### src/lookahead_envelope_level_control_assert.svh
// assertion macros for the look-ahead envelope level control
`ifndef LOOKAHEAD_ENVELOPE_LEVEL_CONTROL_ASSERT_SVH
`define LOOKAHEAD_ENVELOPE_LEVEL_CONTROL_ASSERT_SVH

// implication checked on every clock edge outside reset
`define LELC_ASSERT_IMP(label, clk, rst_n, ante, cons, msg) \
    label: assert property (@(posedge clk) disable iff (!rst_n) (ante) |-> (cons)) \
        else $error(msg);

// next-cycle implication checked outside reset
`define LELC_ASSERT_NXT(label, clk, rst_n, ante, cons, msg) \
    label: assert property (@(posedge clk) disable iff (!rst_n) (ante) |=> (cons)) \
        else $error(msg);

`endif

### src/lelc_pkg.sv
`timescale 1ns / 1ps
// ----------------------------------------------------------------------------
// lelc_pkg
// shared types and constants for the look-ahead envelope level control
// ----------------------------------------------------------------------------
package lelc_pkg;
    localparam int Depth      = 64;
    localparam int PosW       = $clog2(Depth);
    localparam int QuietLimit = 5;
    localparam int QuietW     = $clog2(QuietLimit + 2);
    localparam int TargetLevel = 32000;
    localparam int RampFull   = 32767;

    localparam logic [1:0] REG_ENABLE    = 2'd0;
    localparam logic [1:0] REG_MODE      = 2'd1;
    localparam logic [1:0] REG_THRESHOLD = 2'd2;

    localparam logic [1:0] SLOPE_UNKNOWN = 2'd0;
    localparam logic [1:0] SLOPE_RISING  = 2'd1;
    localparam logic [1:0] SLOPE_FALLING = 2'd2;
    localparam logic [1:0] SLOPE_FLAT    = 2'd3;

    typedef enum logic [3:0] {
        ST_IDLE,
        ST_RD_OUT,
        ST_DIV_OUT,
        ST_DECIDE,
        ST_R_START,
        ST_R_RD,
        ST_R_DIV,
        ST_R_WR,
        ST_R_END,
        ST_CHECK,
        ST_FINISH,
        ST_SEND
    } t_state;

    // divider request / status
    typedef struct packed {
        logic        start;
        logic        neg;
        logic [31:0] num;
        logic [15:0] den;
    } t_div_req;

    typedef struct packed {
        logic        busy;
        logic        done;
        logic [31:0] quo;
    } t_div_rsp;
endpackage

### src/lookahead_envelope_level_control.sv
`timescale 1ns / 1ps
// ----------------------------------------------------------------------------
// lookahead_envelope_level_control
// look-ahead envelope level control for 16-bit audio samples
// ----------------------------------------------------------------------------
// Input channel i_valid/o_ready carries i_sample_in; output channel
// o_valid/i_ready carries o_sample_out, one result per input transaction.
// The result is the sample that entered 64 transactions earlier, scaled by
// 32000/envelope. Each transaction runs through a sequencer that shares one
// 32-step bit-serial divider. o_valid rises after the output division when
// the envelope entry is nonzero, and without a division when it is zero. An
// envelope ramp over n entries adds one division per entry (n is at most 63).
// While bypassed (enable 0) the input goes straight to the output register.
// o_ready is high only in the idle state with no result pending, so one
// transaction is in work at a time and the next input is taken only after the
// result is accepted; a stalled receiver holds the result in the output
// register and the block waits. Reset is synchronous: the rings read as zero
// through per-entry valid bits, the write and corner pointers and the quiet
// counter clear, registers take enable 1, mode 1, threshold 10.
// ----------------------------------------------------------------------------
`include "lookahead_envelope_level_control_assert.svh"

module lookahead_envelope_level_control (
    input  logic               i_clk,
    input  logic               i_rst_n,
    input  logic               i_cfg_we,
    input  logic [1:0]         i_cfg_index,
    input  logic [14:0]        i_cfg_data,
    input  logic               i_valid,
    output logic               o_ready,
    input  logic signed [15:0] i_sample_in,
    output logic               o_valid,
    input  logic               i_ready,
    output logic signed [15:0] o_sample_out
);
    localparam int PW = lelc_pkg::PosW;
    localparam int QW = lelc_pkg::QuietW;

    // configuration
    logic        r_enable, r_mode;
    logic [14:0] r_thr;

    // memories
    logic signed [15:0] r_smem [lelc_pkg::Depth];
    logic [15:0]        r_emem [lelc_pkg::Depth];
    logic [lelc_pkg::Depth-1:0] r_sval, r_evalid;
    logic signed [15:0] r_srd;
    logic [15:0]        r_erd;

    lelc_pkg::t_state r_state, n_state;

    logic [PW-1:0] r_wp, r_lc, r_pos, r_tgt, r_peakp;
    logic signed [15:0] r_in, r_prev;
    logic [1:0]    r_pslope;
    logic [QW-1:0] r_quiet;
    logic [16:0]   r_level, r_start;
    logic [PW:0]   r_count, r_step;
    logic          r_zero_lc;   // zero the entry before the write position
    logic          r_did_check;
    logic signed [15:0] r_out;
    logic          r_ovalid;

    lelc_pkg::t_div_req w_req;
    lelc_pkg::t_div_rsp w_rsp;

    lelc_div u_div (
        .i_clk  (i_clk),
        .i_rst_n(i_rst_n),
        .i_req  (w_req),
        .o_rsp  (w_rsp)
    );

    // memory read address and write controls
    logic [PW-1:0] w_raddr;
    logic          w_ewe, w_swe;
    logic [PW-1:0] w_eaddr;
    logic [15:0]   w_edata;

    // slope and peak detection
    logic [1:0]  w_slope;
    logic        w_found;
    logic [16:0] w_peak;
    logic [16:0] w_absin, w_absprev;
    logic [PW-1:0] w_peakp, w_next;
    always_comb begin
        w_slope = lelc_pkg::SLOPE_FLAT;
        if (r_prev > r_in) w_slope = lelc_pkg::SLOPE_FALLING;
        else if (r_prev < r_in) w_slope = lelc_pkg::SLOPE_RISING;
        w_absin   = r_in[15] ? 17'd0 - {r_in[15], r_in} : {1'b0, r_in};
        w_absprev = r_prev[15] ? 17'd0 - {r_prev[15], r_prev} : {1'b0, r_prev};
        w_found = 1'b0;
        w_peak  = w_absprev;
        if (!r_prev[15] && r_prev != 16'sd0 && r_pslope == lelc_pkg::SLOPE_RISING &&
            w_slope == lelc_pkg::SLOPE_FALLING && w_absprev > {2'b0, r_thr})
            w_found = 1'b1;
        if (r_prev[15] && r_pslope == lelc_pkg::SLOPE_FALLING &&
            w_slope == lelc_pkg::SLOPE_RISING && w_absprev > {2'b0, r_thr})
            w_found = 1'b1;
        w_peakp = r_wp - PW'(1);
        w_next  = r_wp + PW'(1);
    end

    // silence gating and window checks
    logic w_quiet_hit, w_quiet_ramp, w_quiet_zero, w_wrap_ramp;
    always_comb begin
        w_quiet_hit  = !w_found && r_mode && (w_absin < {2'b0, r_thr});
        w_quiet_ramp = w_quiet_hit && (r_quiet + QW'(1) == QW'(lelc_pkg::QuietLimit));
        w_quiet_zero = w_quiet_hit && (r_quiet >= QW'(lelc_pkg::QuietLimit));
        w_wrap_ramp  = !r_did_check && (r_lc == w_next);
    end

    // ramp value: start + quotient, raised to stored magnitude above the threshold
    logic [16:0] w_mag;
    logic signed [33:0] w_env;
    logic [15:0] w_envw;
    always_comb begin
        w_mag = r_srd[15] ? 17'd0 - {r_srd[15], r_srd} : {1'b0, r_srd};
        w_env = $signed({17'd0, r_start}) + $signed({{2{w_rsp.quo[31]}}, w_rsp.quo});
        w_envw = w_env[15:0];
        if (w_mag > {2'b0, r_thr} && $signed({17'd0, w_mag}) > w_env) w_envw = w_mag[15:0];
    end

    logic signed [17:0] w_diff;
    logic signed [25:0] w_prod;
    always_comb begin
        w_diff = $signed({1'b0, r_level}) - $signed({1'b0, r_start});
        w_prod = w_diff * $signed({1'b0, r_step});
    end

    logic [31:0] w_sprod;
    always_comb w_sprod = 32'($signed(r_srd) * 32'sd32000);

    // sequencer
    always_comb begin
        n_state = r_state;
        w_req   = '0;
        w_raddr = r_pos;
        w_ewe = 1'b0; w_swe = 1'b0;
        w_eaddr = r_pos; w_edata = w_envw;
        unique case (r_state)
            lelc_pkg::ST_IDLE: begin
                w_raddr = r_wp;
                if (i_valid && o_ready)
                    n_state = r_enable ? lelc_pkg::ST_RD_OUT : lelc_pkg::ST_SEND;
            end
            lelc_pkg::ST_RD_OUT: begin
                w_raddr = r_wp;
                if (r_erd != 16'd0) begin
                    w_req.start = 1'b1;
                    w_req.neg   = w_sprod[31];
                    w_req.num   = w_sprod[31] ? 32'd0 - w_sprod : w_sprod;
                    w_req.den   = r_erd;
                    n_state = lelc_pkg::ST_DIV_OUT;
                end else n_state = lelc_pkg::ST_DECIDE;
            end
            lelc_pkg::ST_DIV_OUT: if (w_rsp.done) n_state = lelc_pkg::ST_DECIDE;
            lelc_pkg::ST_DECIDE:
                n_state = (w_found || w_quiet_ramp) ? lelc_pkg::ST_R_START
                                                    : lelc_pkg::ST_CHECK;
            lelc_pkg::ST_R_START: begin
                w_raddr = r_pos;
                n_state = lelc_pkg::ST_R_RD;
            end
            lelc_pkg::ST_R_RD: begin
                if (r_pos == r_tgt) n_state = lelc_pkg::ST_R_END;
                else begin
                    w_req.start = 1'b1;
                    w_req.neg   = w_prod[25];
                    w_req.num   = 32'(w_prod[25] ? -w_prod : w_prod);
                    w_req.den   = 16'(r_count);
                    n_state = lelc_pkg::ST_R_DIV;
                end
            end
            lelc_pkg::ST_R_DIV: if (w_rsp.done) n_state = lelc_pkg::ST_R_WR;
            lelc_pkg::ST_R_WR: begin
                w_ewe = 1'b1;
                n_state = lelc_pkg::ST_R_START;
            end
            lelc_pkg::ST_R_END: begin
                w_ewe = 1'b1; w_edata = r_level[15:0];
                n_state = lelc_pkg::ST_CHECK;
            end
            lelc_pkg::ST_CHECK:
                n_state = w_wrap_ramp ? lelc_pkg::ST_R_START : lelc_pkg::ST_FINISH;
            lelc_pkg::ST_FINISH: begin
                w_swe = 1'b1;
                n_state = lelc_pkg::ST_SEND;
            end
            lelc_pkg::ST_SEND: if (!r_ovalid) n_state = lelc_pkg::ST_IDLE;
            default: n_state = lelc_pkg::ST_IDLE;
        endcase
    end

    // memory access
    always_ff @(posedge i_clk) begin
        r_srd <= r_sval[w_raddr] ? r_smem[w_raddr] : 16'sd0;
        r_erd <= r_evalid[w_raddr] ? r_emem[w_raddr] : 16'd0;
        if (w_ewe) r_emem[w_eaddr] <= w_edata;
        if (w_swe) r_smem[r_wp] <= r_in;
        if (r_state == lelc_pkg::ST_CHECK && r_zero_lc) r_emem[r_peakp] <= 16'd0;
    end

    // sequencer and control registers
    always_ff @(posedge i_clk) begin
        if (!i_rst_n) begin
            r_state  <= lelc_pkg::ST_IDLE;
            r_enable <= 1'b1;
            r_mode   <= 1'b1;
            r_thr    <= 15'd10;
            r_sval   <= '0;
            r_evalid <= '0;
            r_wp <= '0; r_lc <= '0;
            r_prev <= '0; r_pslope <= lelc_pkg::SLOPE_UNKNOWN;
            r_quiet <= '0;
            r_ovalid <= 1'b0;
            r_zero_lc <= 1'b0;
            r_did_check <= 1'b0;
        end else begin
            r_state <= n_state;
            if (i_cfg_we) begin
                unique case (i_cfg_index)
                    lelc_pkg::REG_ENABLE:    r_enable <= i_cfg_data[0];
                    lelc_pkg::REG_MODE:      r_mode   <= i_cfg_data[0];
                    lelc_pkg::REG_THRESHOLD: r_thr    <= i_cfg_data;
                    default: ;
                endcase
            end
            if (r_ovalid && i_ready) r_ovalid <= 1'b0;
            if (w_ewe) r_evalid[w_eaddr] <= 1'b1;
            if (w_swe) r_sval[r_wp] <= 1'b1;
            unique case (r_state)
                lelc_pkg::ST_IDLE: if (i_valid && o_ready) begin
                    r_in <= i_sample_in;
                    r_out <= r_enable ? 16'sd0 : i_sample_in;
                    r_did_check <= 1'b0;
                end
                lelc_pkg::ST_DIV_OUT: if (w_rsp.done) r_out <= w_rsp.quo[15:0];
                lelc_pkg::ST_DECIDE: begin
                    r_peakp <= w_peakp;
                    r_tgt   <= w_peakp;
                    r_pos   <= r_lc;
                    r_did_check <= 1'b0;
                    r_zero_lc <= w_quiet_zero;
                    r_step <= '0;
                    r_count <= (r_lc < w_peakp) ? {1'b0, w_peakp - r_lc}
                             : (PW+1)'(lelc_pkg::Depth) - {1'b0, r_lc} + {1'b0, w_peakp};
                    if (w_found) begin
                        r_level <= (r_mode && w_peak < 17'(lelc_pkg::TargetLevel))
                                   ? 17'(lelc_pkg::TargetLevel) : w_peak;
                        if (r_mode) r_quiet <= '0;
                        r_lc <= w_peakp;
                    end else if (w_quiet_hit) begin
                        if (r_quiet <= QW'(lelc_pkg::QuietLimit)) r_quiet <= r_quiet + QW'(1);
                        if (w_quiet_ramp) begin
                            r_level <= '0;
                            r_lc <= w_peakp;
                        end else if (w_quiet_zero) begin
                            r_evalid[w_peakp] <= 1'b1;
                            r_lc <= w_peakp;
                        end
                    end
                end
                lelc_pkg::ST_R_START: ;
                lelc_pkg::ST_R_RD: if (r_step == '0) begin
                    r_start <= (r_erd == 16'd0) ? 17'(lelc_pkg::RampFull) : {1'b0, r_erd};
                end
                lelc_pkg::ST_R_WR: begin
                    r_pos  <= r_pos + PW'(1);
                    r_step <= r_step + (PW+1)'(1);
                end
                lelc_pkg::ST_CHECK: begin
                    r_zero_lc <= 1'b0;
                    r_did_check <= 1'b1;
                    // no corner in the window: ramp down to zero
                    if (w_wrap_ramp) begin
                        r_level <= '0;
                        r_pos <= r_lc;
                        r_tgt <= r_peakp;
                        r_lc <= r_peakp;
                        r_step <= '0;
                        r_count <= (r_lc < r_peakp) ? {1'b0, r_peakp - r_lc}
                                 : (PW+1)'(lelc_pkg::Depth) - {1'b0, r_lc} + {1'b0, r_peakp};
                    end
                end
                lelc_pkg::ST_FINISH: begin
                    r_prev <= r_in;
                    if (w_slope != lelc_pkg::SLOPE_FLAT) r_pslope <= w_slope;
                    r_wp <= w_next;
                end
                lelc_pkg::ST_SEND: if (!r_ovalid) r_ovalid <= 1'b1;
                default: ;
            endcase
        end
    end

    // handshake outputs
    assign o_ready      = (r_state == lelc_pkg::ST_IDLE) && !r_ovalid;
    assign o_valid      = r_ovalid;
    assign o_sample_out = r_out;

    `LELC_ASSERT_NXT(a_div_start_idle, i_clk, i_rst_n, w_req.start, w_rsp.busy,
        "divider did not start")
    `LELC_ASSERT_IMP(a_no_ready_busy, i_clk, i_rst_n, w_rsp.busy, !o_ready,
        "ready while divider busy")
    `LELC_ASSERT_IMP(a_ready_no_out, i_clk, i_rst_n, o_ready, !o_valid,
        "ready with result pending")
endmodule

### src/lelc_div.sv
`timescale 1ns / 1ps
// ----------------------------------------------------------------------------
// lelc_div
// shared restoring divider, one quotient bit per cycle, truncates toward zero
// ----------------------------------------------------------------------------
module lelc_div (
    input  logic              i_clk,
    input  logic              i_rst_n,
    input  lelc_pkg::t_div_req i_req,
    output lelc_pkg::t_div_rsp o_rsp
);
    logic [31:0] r_num, n_num;
    logic [16:0] r_rem, n_rem;
    logic [15:0] r_den;
    logic        r_neg;
    logic [5:0]  r_cnt, n_cnt;
    logic        r_busy, r_done;
    logic [16:0] w_trial;
    logic [16:0] w_sub;

    // one shift-subtract step
    always_comb begin
        w_trial = {r_rem[15:0], r_num[31]};
        w_sub   = w_trial - {1'b0, r_den};
        n_num   = {r_num[30:0], 1'b0};
        n_rem   = w_trial;
        if (!w_sub[16]) begin
            n_rem    = w_sub;
            n_num[0] = 1'b1;
        end
        n_cnt = r_cnt - 6'd1;
    end

    always_ff @(posedge i_clk) begin
        if (!i_rst_n) begin
            r_busy <= 1'b0;
            r_done <= 1'b0;
            r_cnt  <= '0;
        end else begin
            r_done <= 1'b0;
            if (i_req.start) begin
                r_busy <= 1'b1;
                r_cnt  <= 6'd32;
            end else if (r_busy) begin
                r_cnt <= n_cnt;
                if (n_cnt == 6'd0) begin
                    r_busy <= 1'b0;
                    r_done <= 1'b1;
                end
            end
        end
    end

    // datapath
    always_ff @(posedge i_clk) begin
        if (i_req.start) begin
            r_num <= i_req.num;
            r_den <= i_req.den;
            r_neg <= i_req.neg;
            r_rem <= '0;
        end else if (r_busy) begin
            r_num <= n_num;
            r_rem <= n_rem;
        end
    end

    assign o_rsp.busy = r_busy;
    assign o_rsp.done = r_done;
    assign o_rsp.quo  = r_neg ? (32'd0 - r_num) : r_num;
endmodule
### config.mk
export PLATFORM = sky130hd
export DESIGN_NAME = lookahead_envelope_level_control
export DESIGN_NICKNAME = d
export VERILOG_FILES = /design/src/lelc_pkg.sv /design/src/lookahead_envelope_level_control.sv /design/src/lelc_div.sv
export VERILOG_INCLUDE_DIRS = /design/src /design/src/src
export SDC_FILE = /design/constraint.sdc
export NUM_CORES = 2
export LEC_CHECK = 0
export ABC_AREA = 1
export BUFFER_PORTS_ARGS = -buffer_cell sky130_fd_sc_hd__buf_4
export CORE_UTILIZATION = 40
export CTS_CLUSTER_SIZE = 24
export DETAILED_ROUTE_END_ITERATION = 16
export PLACE_DENSITY = 0.6
export SLEW_MARGIN = 20
export SYNTH_ARGS = -nofsm -noshare
export SYNTH_HDL_FRONTEND = slang
export SYNTH_SLANG_ARGS = --single-unit
### constraint.sdc
create_clock -name i_clk -period 15.6 [get_ports i_clk]
set_input_delay 2.34 -clock i_clk [delete_from_list [all_inputs] [get_ports i_clk]]
set_output_delay 2.34 -clock i_clk [all_outputs]
set_load 0.02 [all_outputs]
* After elaboration in Yosys (flattened, before gate mapping)
Memories as Yosys holds them, arrays and structs flattened. A register that Yosys moved wholly into a read port is not among the register bits.
Index checks and enable logic that the tools add are counted.
** Word-level totals
- Register bits :: 356
- Memory bits (writable) :: 2048
- Input port bits :: 38
- Output and inout bits :: 18
- Word-level logic and storage cells :: 270
- Memories :: 2
** Cells by class
- Add/subtract/negate cells :: 20
- $mul :: 2
- $lt $le $gt $ge :: 18
- Equality and inequality tests :: 30
- Multiplexer cells :: 99
- Bitwise gates (word level) :: 5
- Reduce and logical (&&, ||, !) cells :: 62
** Memories
- r_emem :: words 64, width 16, rd ports 1, clocked after memory_dff 1, wr ports 1, RTL line lookahead_envelope_level_control.sv:45 : logic [15:0] r_emem [lelc_pkg::Depth];
- r_smem :: words 64, width 16, rd ports 1, clocked after memory_dff 1, wr ports 1, RTL line lookahead_envelope_level_control.sv:44 : logic signed [15:0] r_smem [lelc_pkg::Depth];
** Operator list (count)
- 64-bit 2-to-1 mux :: 7
- 64-bit bitwise OR :: 3
- 32-bit 2-to-1 mux :: 5
- 17-bit 2-to-1 mux :: 8
- 16-bit 2-to-1 mux :: 7
- 50-bit 2-to-1 mux :: 2
- 50-bit case mux with 2 select lines :: 1
- 1-bit by 32-bit subtractor with 32-bit output, first input constant :: 2
- 6-bit 2-to-1 mux :: 10
- 1-bit by 16-bit subtractor with 17-bit output, first input constant :: 3
- 4-bit case mux with 12 select lines :: 1
- 17-bit by 15-bit > comparator with 1-bit output :: 2
- 17-bit case mux with 2 select lines :: 1
- 18-bit by 32-bit adder with 33-bit output :: 1
- 18-bit by 33-bit > comparator with 1-bit output :: 1
- 4-bit 2-to-1 mux :: 8
- 26-bit negation with 32-bit output :: 1
- 16-bit case mux with 2 select lines :: 1
- 16-bit nonzero test :: 2
- 6-bit by 7-bit < comparator with 1-bit output, second input constant :: 4
- 7-bit 2-to-1 mux :: 4
- 18-bit by 8-bit multiplier with 26-bit output :: 1
- 1-bit 2-to-1 mux :: 26
- 16-bit by 8-bit multiplier with 24-bit output, second input constant :: 1
- 57 further kinds :: 134

* Depth between registers and ports, before layout
- Depth in word-level cells :: 17
- Mapped depth :: 43
- Gate-level depth less buffers :: 43

* Modules after synthesis
Synthesis repeated with hierarchy kept, for this count alone.
** Second synthesis, totals
- Cell total of the unflattened synthesis :: 10924
- Area total of the unflattened synthesis :: 114302.1 µm²
** By module, submodules not included
- lookahead_envelope_level_control :: times used 1, cells an instance 10231, area each 109359.9 µm², seq. area each 68755.9 µm²
- lelc_div :: times used 1, cells an instance 693, area each 4942.2 µm², seq. area each 1951.9 µm²

* Worst setup path after synthesis
OpenSTA, ideal clock, no wires.
- Path kind :: register to register
- Start point :: register r_start[0]
- End point :: register u_div.r_num[6], data pin
- Setup time :: 0.292 ns
- Arrival :: 6.493 ns
- Data required time :: 15.308 ns
- Setup slack :: 8.815 ns
- Cell stages (with the launch flop) :: 38
- Path buffers :: 1
- Period minus slack after synthesis :: 6.785 ns
- Cells stage by stage :: edfxtp_1 ha_1 fa_1 inv_1 a31oi_1 o21ai_0 nand2_1 nand2_1 nand2_1 nand2_1 a31oi_1 o21ai_0 xnor2_1 or2_2 fa_1 inv_1 fa_1 fa_1 [2 not listed] inv_1 ha_1 a21oi_1 o21ai_0 a21oi_1 nand3_1 nand2_1 nand2_1 a31oi_1 inv_1 or2_1 nand2_1 inv_2 clkbuf_1 nand2_1 a21oi_1 o21ai_0 o21ai_0
** Between the ends
- Longest elaborated chain between the ends :: 7
** RTL lines
- start: declaration :: RTL line lookahead_envelope_level_control.sv:56 : logic [16:0] r_level, r_start;
- start signal: assignment :: RTL line lookahead_envelope_level_control.sv:265 : r_start <= (r_erd == 16'd0) ? 17'(lelc_pkg::RampFull) : {1'b0, r_erd};
- 17-bit by 17-bit subtractor with 18-bit output * :: RTL line lookahead_envelope_level_control.sv:126 : w_diff = $signed({1'b0, r_level}) - $signed({1'b0, r_start});
- 18-bit by 8-bit multiplier with 26-bit output * :: RTL line lookahead_envelope_level_control.sv:127 : w_prod = w_diff * $signed({1'b0, r_step});
- 26-bit negation with 32-bit output :: RTL line lookahead_envelope_level_control.sv:169 : w_req.num = 32'(w_prod[25] ? -w_prod : w_prod);
- 32-bit 2-to-1 mux * :: RTL line lookahead_envelope_level_control.sv:169
- 50-bit 2-to-1 mux * :: RTL line lookahead_envelope_level_control.sv:165 : if (r_pos == r_tgt) n_state = lelc_pkg::ST_R_END;
- 50-bit case mux with 2 select lines * :: RTL line lookahead_envelope_level_control.sv:140 : unique case (r_state)
- 32-bit 2-to-1 mux * :: RTL line lelc_div.sv:56 : if (i_req.start) begin
- end signal: assignment :: RTL line lelc_div.sv:57 : r_num <= i_req.num;
- end signal: assignment :: RTL line lelc_div.sv:62 : r_num <= n_num;
- end: declaration :: RTL line lelc_div.sv:12 : logic [31:0] r_num, n_num;
Every way passes the cells marked *; elsewhere a longest branch is shown, timed or not.
A chain may end at the register's enable or synchronous reset.

* Final worst setup path
- Start point :: register r_start[0]
- End point :: register u_div.r_num[13], data pin
Same word-level chain as after synthesis.

==> impl_metrics.toml <==
[run_status]
status = "finished clean"

[flow_run]
drv_cap = 0

[clock_tree]
cts_tree = "done"
post-cts-setup-buffer-count = 0
clockBufferDepth = 4
hold_buffers = 0
clock_latency_ns = 0.84
cts_resized = 0
h-tree-depth = 5
path_clk_slew_ns = 0.06
root_buffer = "clkbuf_16"
cts_buffers = 266
cts_sinks = 2435

[floorplanning]
die_w_um = 534
ios = 56
row_count = 194
die_h_um = 534
dieArea_sq_um = 285000
start_util = 0.404
core_area_sq_um = 280000

[power]
p_leak_nw = 45.2
peakVddDrop_mv = 0.392
power_mw = 24.3
powerDensity_nw_per_um2 = 192

[synth]
async_flop_share = 0
synth_top_area_frac = 0.582
ys_types = 68
synth.net_count = 11100
synth-seq-cells = 2435
synthTopCellsByArea = "edfxtp_1, nor2_1, o21ai_0"
ys.flop_type = "edfxtp_1"
syn_area_sq_um = 113000
synth-edff-count = 2194
synth_largest_area_cell = "edfxtp_1"
syn_area_per_cell_sq_um = 10.7
yosys_warnings = 0
yosysSeqAreaShare = 0.625
synthCells = 10600

[critical_path]
required_ns = 16.15
critical-path-top-delay-family = "adder cells"
cp_slowest_cell = "inv_2"
critPathKind = "reg2reg"
cp_max_fo = 32
cp-startpoint = "r_start[0]"
worstPathBufferInverterCount = 5
r2r_slack_ns = 7.00
crit_end = "u_div.r_num[13]"
crit_path_max_incr_delay_ns = 0.60
r2r_end = "u_div.r_num[13]"
timing.critical_path.to_type = "register"
crit_cells = 38
cp-start-kind = "register"
r2r-start = "r_start[0]"
crit_top_cell = "nand2_1"
r2r_cells = 38
arrival_ns = 9.15

[final_layout]
nNetsFinal = 11100
area_delta_synth_final_pct = 11.8
fillCellCount = 25600
layout-drive-gt1-share = 0.0741
final_core_util = 0.451

[placed_design]
place_hpwl_mm = 216
gp_congestion = 0.948
io_buffers = 55

[routing]
drtIter0Drc = 9113
antenna_left = 0
drt-total-wl_mm = 351
wire_per_inst_um = 24.3
drc = 0
vias = 82800
viasPerCell = 5.72
first_pass_iters = 6

[sta]
finalSetupViolCount = 0
fin_worst_skew_ns = 0.0659
period_needed_ns = 8.60
max_clock_freq_mhz = 116
worst_hold_slack_ns = 0.461
drv_slew = 0
min_period_over_period = 0.551
max_slew_margin = 0.227
rsz0062_at_grt = "false"
tightestPinTransition_ns = 1.15
tns_ns = 0
hold_viol = 0

[hold_path]
hold_path.startpoint = "r_sval[41]"
min_path_type = "reg2reg"

[grt]
overflow = 0
grt_max_degree = 195
grt_usage = 0.240
antenna_found_initial = 17
first_global_vias = 79300
grt_pass1_wl_mm = 517
-- how the worst min path moves through the flow --
stage | to | slack (ns) | cells past startpoint
finish | r_sval[41] | 0.46 | 2
floorplan | r_sval[10] | 0.43 | 2
detailed placement | r_sval[26] | 0.45 | 2
global placement | r_sval[25] | 0.44 | 2
global route | r_sval[46] | 0.48 | 2
CTS | r_zero_lc | 0.46 | 2
-- registers in the layout, summed over array words and instances (netlist names), 17 cells and up --
name         count
r_emem        1024
r_smem        1024
r_evalid        64
r_sval          64
u_div.r_num     32
r_level         17
-- cell usage after synthesis (all sizes together) (2+ instances only) --
library cell     n
nor2          2293
edfxtp        2194
o21ai         1629
nand2          757
inv            697
o22ai          676
clkbuf         493
ha             293
nand3          242
dfxtp          241
a21oi          218
fa             162
xor2           130
nand4           95
buf             78
o21bai          75
nor3            46
xnor2           36
o22a            31
or2             27
o211ai          25
a31oi           21
nand3b          12
clkinv          11
a211oi          10
a21o            10
a21boi           6
nor4             6
o221ai           6
a22oi            3
a311oi           3
and2             3
o2111ai          3
o21a             3
o311ai           3
o31ai            3
a2111oi          2
a32oi            2
and3             2
nor3b            2
-- cells by family after synthesis --
logic type,count (synthesis),share of synthesized area
AO/OA/AOI/OAI,2735,0.134
buffers and inverters,1279,0.0435
AND/OR/NAND/NOR,3487,0.124
XOR/XNOR,166,0.0128
flip-flops,2435,0.625
adder cells (fa/ha/maj),455,0.0611
other,1,0.0000331
-- cell type report --
| cell class | count | area [sq um] | share of cell area |
|---|---|---|---|
| Sequential cell | 2435 | 70700 | 0.559 |
| Tap cell | 3724 | 4660 | 0.0368 |
| Clock inverter | 122 | 1140 | 0.00898 |
| Timing Repair Buffer | 308 | 2400 | 0.0190 |
| Clock buffer | 343 | 7230 | 0.0572 |
| Antenna cell | 5 | 12.5 | 0.0000989 |
| Inverter | 708 | 2690 | 0.0212 |
| Multi-Input combinational cell | 6844 | 37700 | 0.298 |
-- cells in the final DEF, fill, tap and decap left out, types with 56 or more instances in the layout --
master,n
fa_1,162
inv_1,666
edfxtp_1,2194
clkinv_1,60
o22ai_1,676
dfxtp_1,241
nand4_1,94
o21ai_0,1580
nand3_1,237
clkbuf_16,273
buf_4,301
ha_1,293
a21oi_1,215
o21bai_1,74
nor2_1,2265
xor2_1,130
clkbuf_1,56
nand2_1,734
-- routing by layer --
metal / GRT usage / up-vias / share of wire / wire length, um
met5: 0 / - / 0.00014 / 50
met4: 0.0932 / 8 / 0.041 / 14300
met3: 0.0368 / 648 / 0.083 / 29100
met2: 0.382 / 3726 / 0.46 / 161000
met1: 0.330 / 41100 / 0.42 / 147000
li1: - / 37400 / - / -
-- report_power, final --
part           internal (mW)  switching (mW)
combinational           2.12            7.03
clock                   3.58            2.56
sequential              8.87           0.152
total                   14.6            9.74
-- worst reg2reg max path, delay by kind of cell (launching register included) --
kind	cells	cell delay (ns)
AO/OA/AOI/OAI	9	1.57
adder cells (fa/ha/maj)	7	3.05
AND/OR/NAND/NOR	16	2.05
buffers and inverters	5	0.86
flip-flops	1	0.41
XOR/XNOR	1	0.41
-- through the flow --
step           worst slack [ns]  cell area, sq um  std cells
4_1_cts                    6.96            126000      14500
5_1_grt                    6.42            126000      14500
2_1_floorplan              8.82            113000      10600
3_3_place_gp               6.91            118000      14000
3_5_place_dp               6.91            118000      14000
6_report                   7.00            127000      14500
No activity file was read; power rests on OpenSTA's default activity.
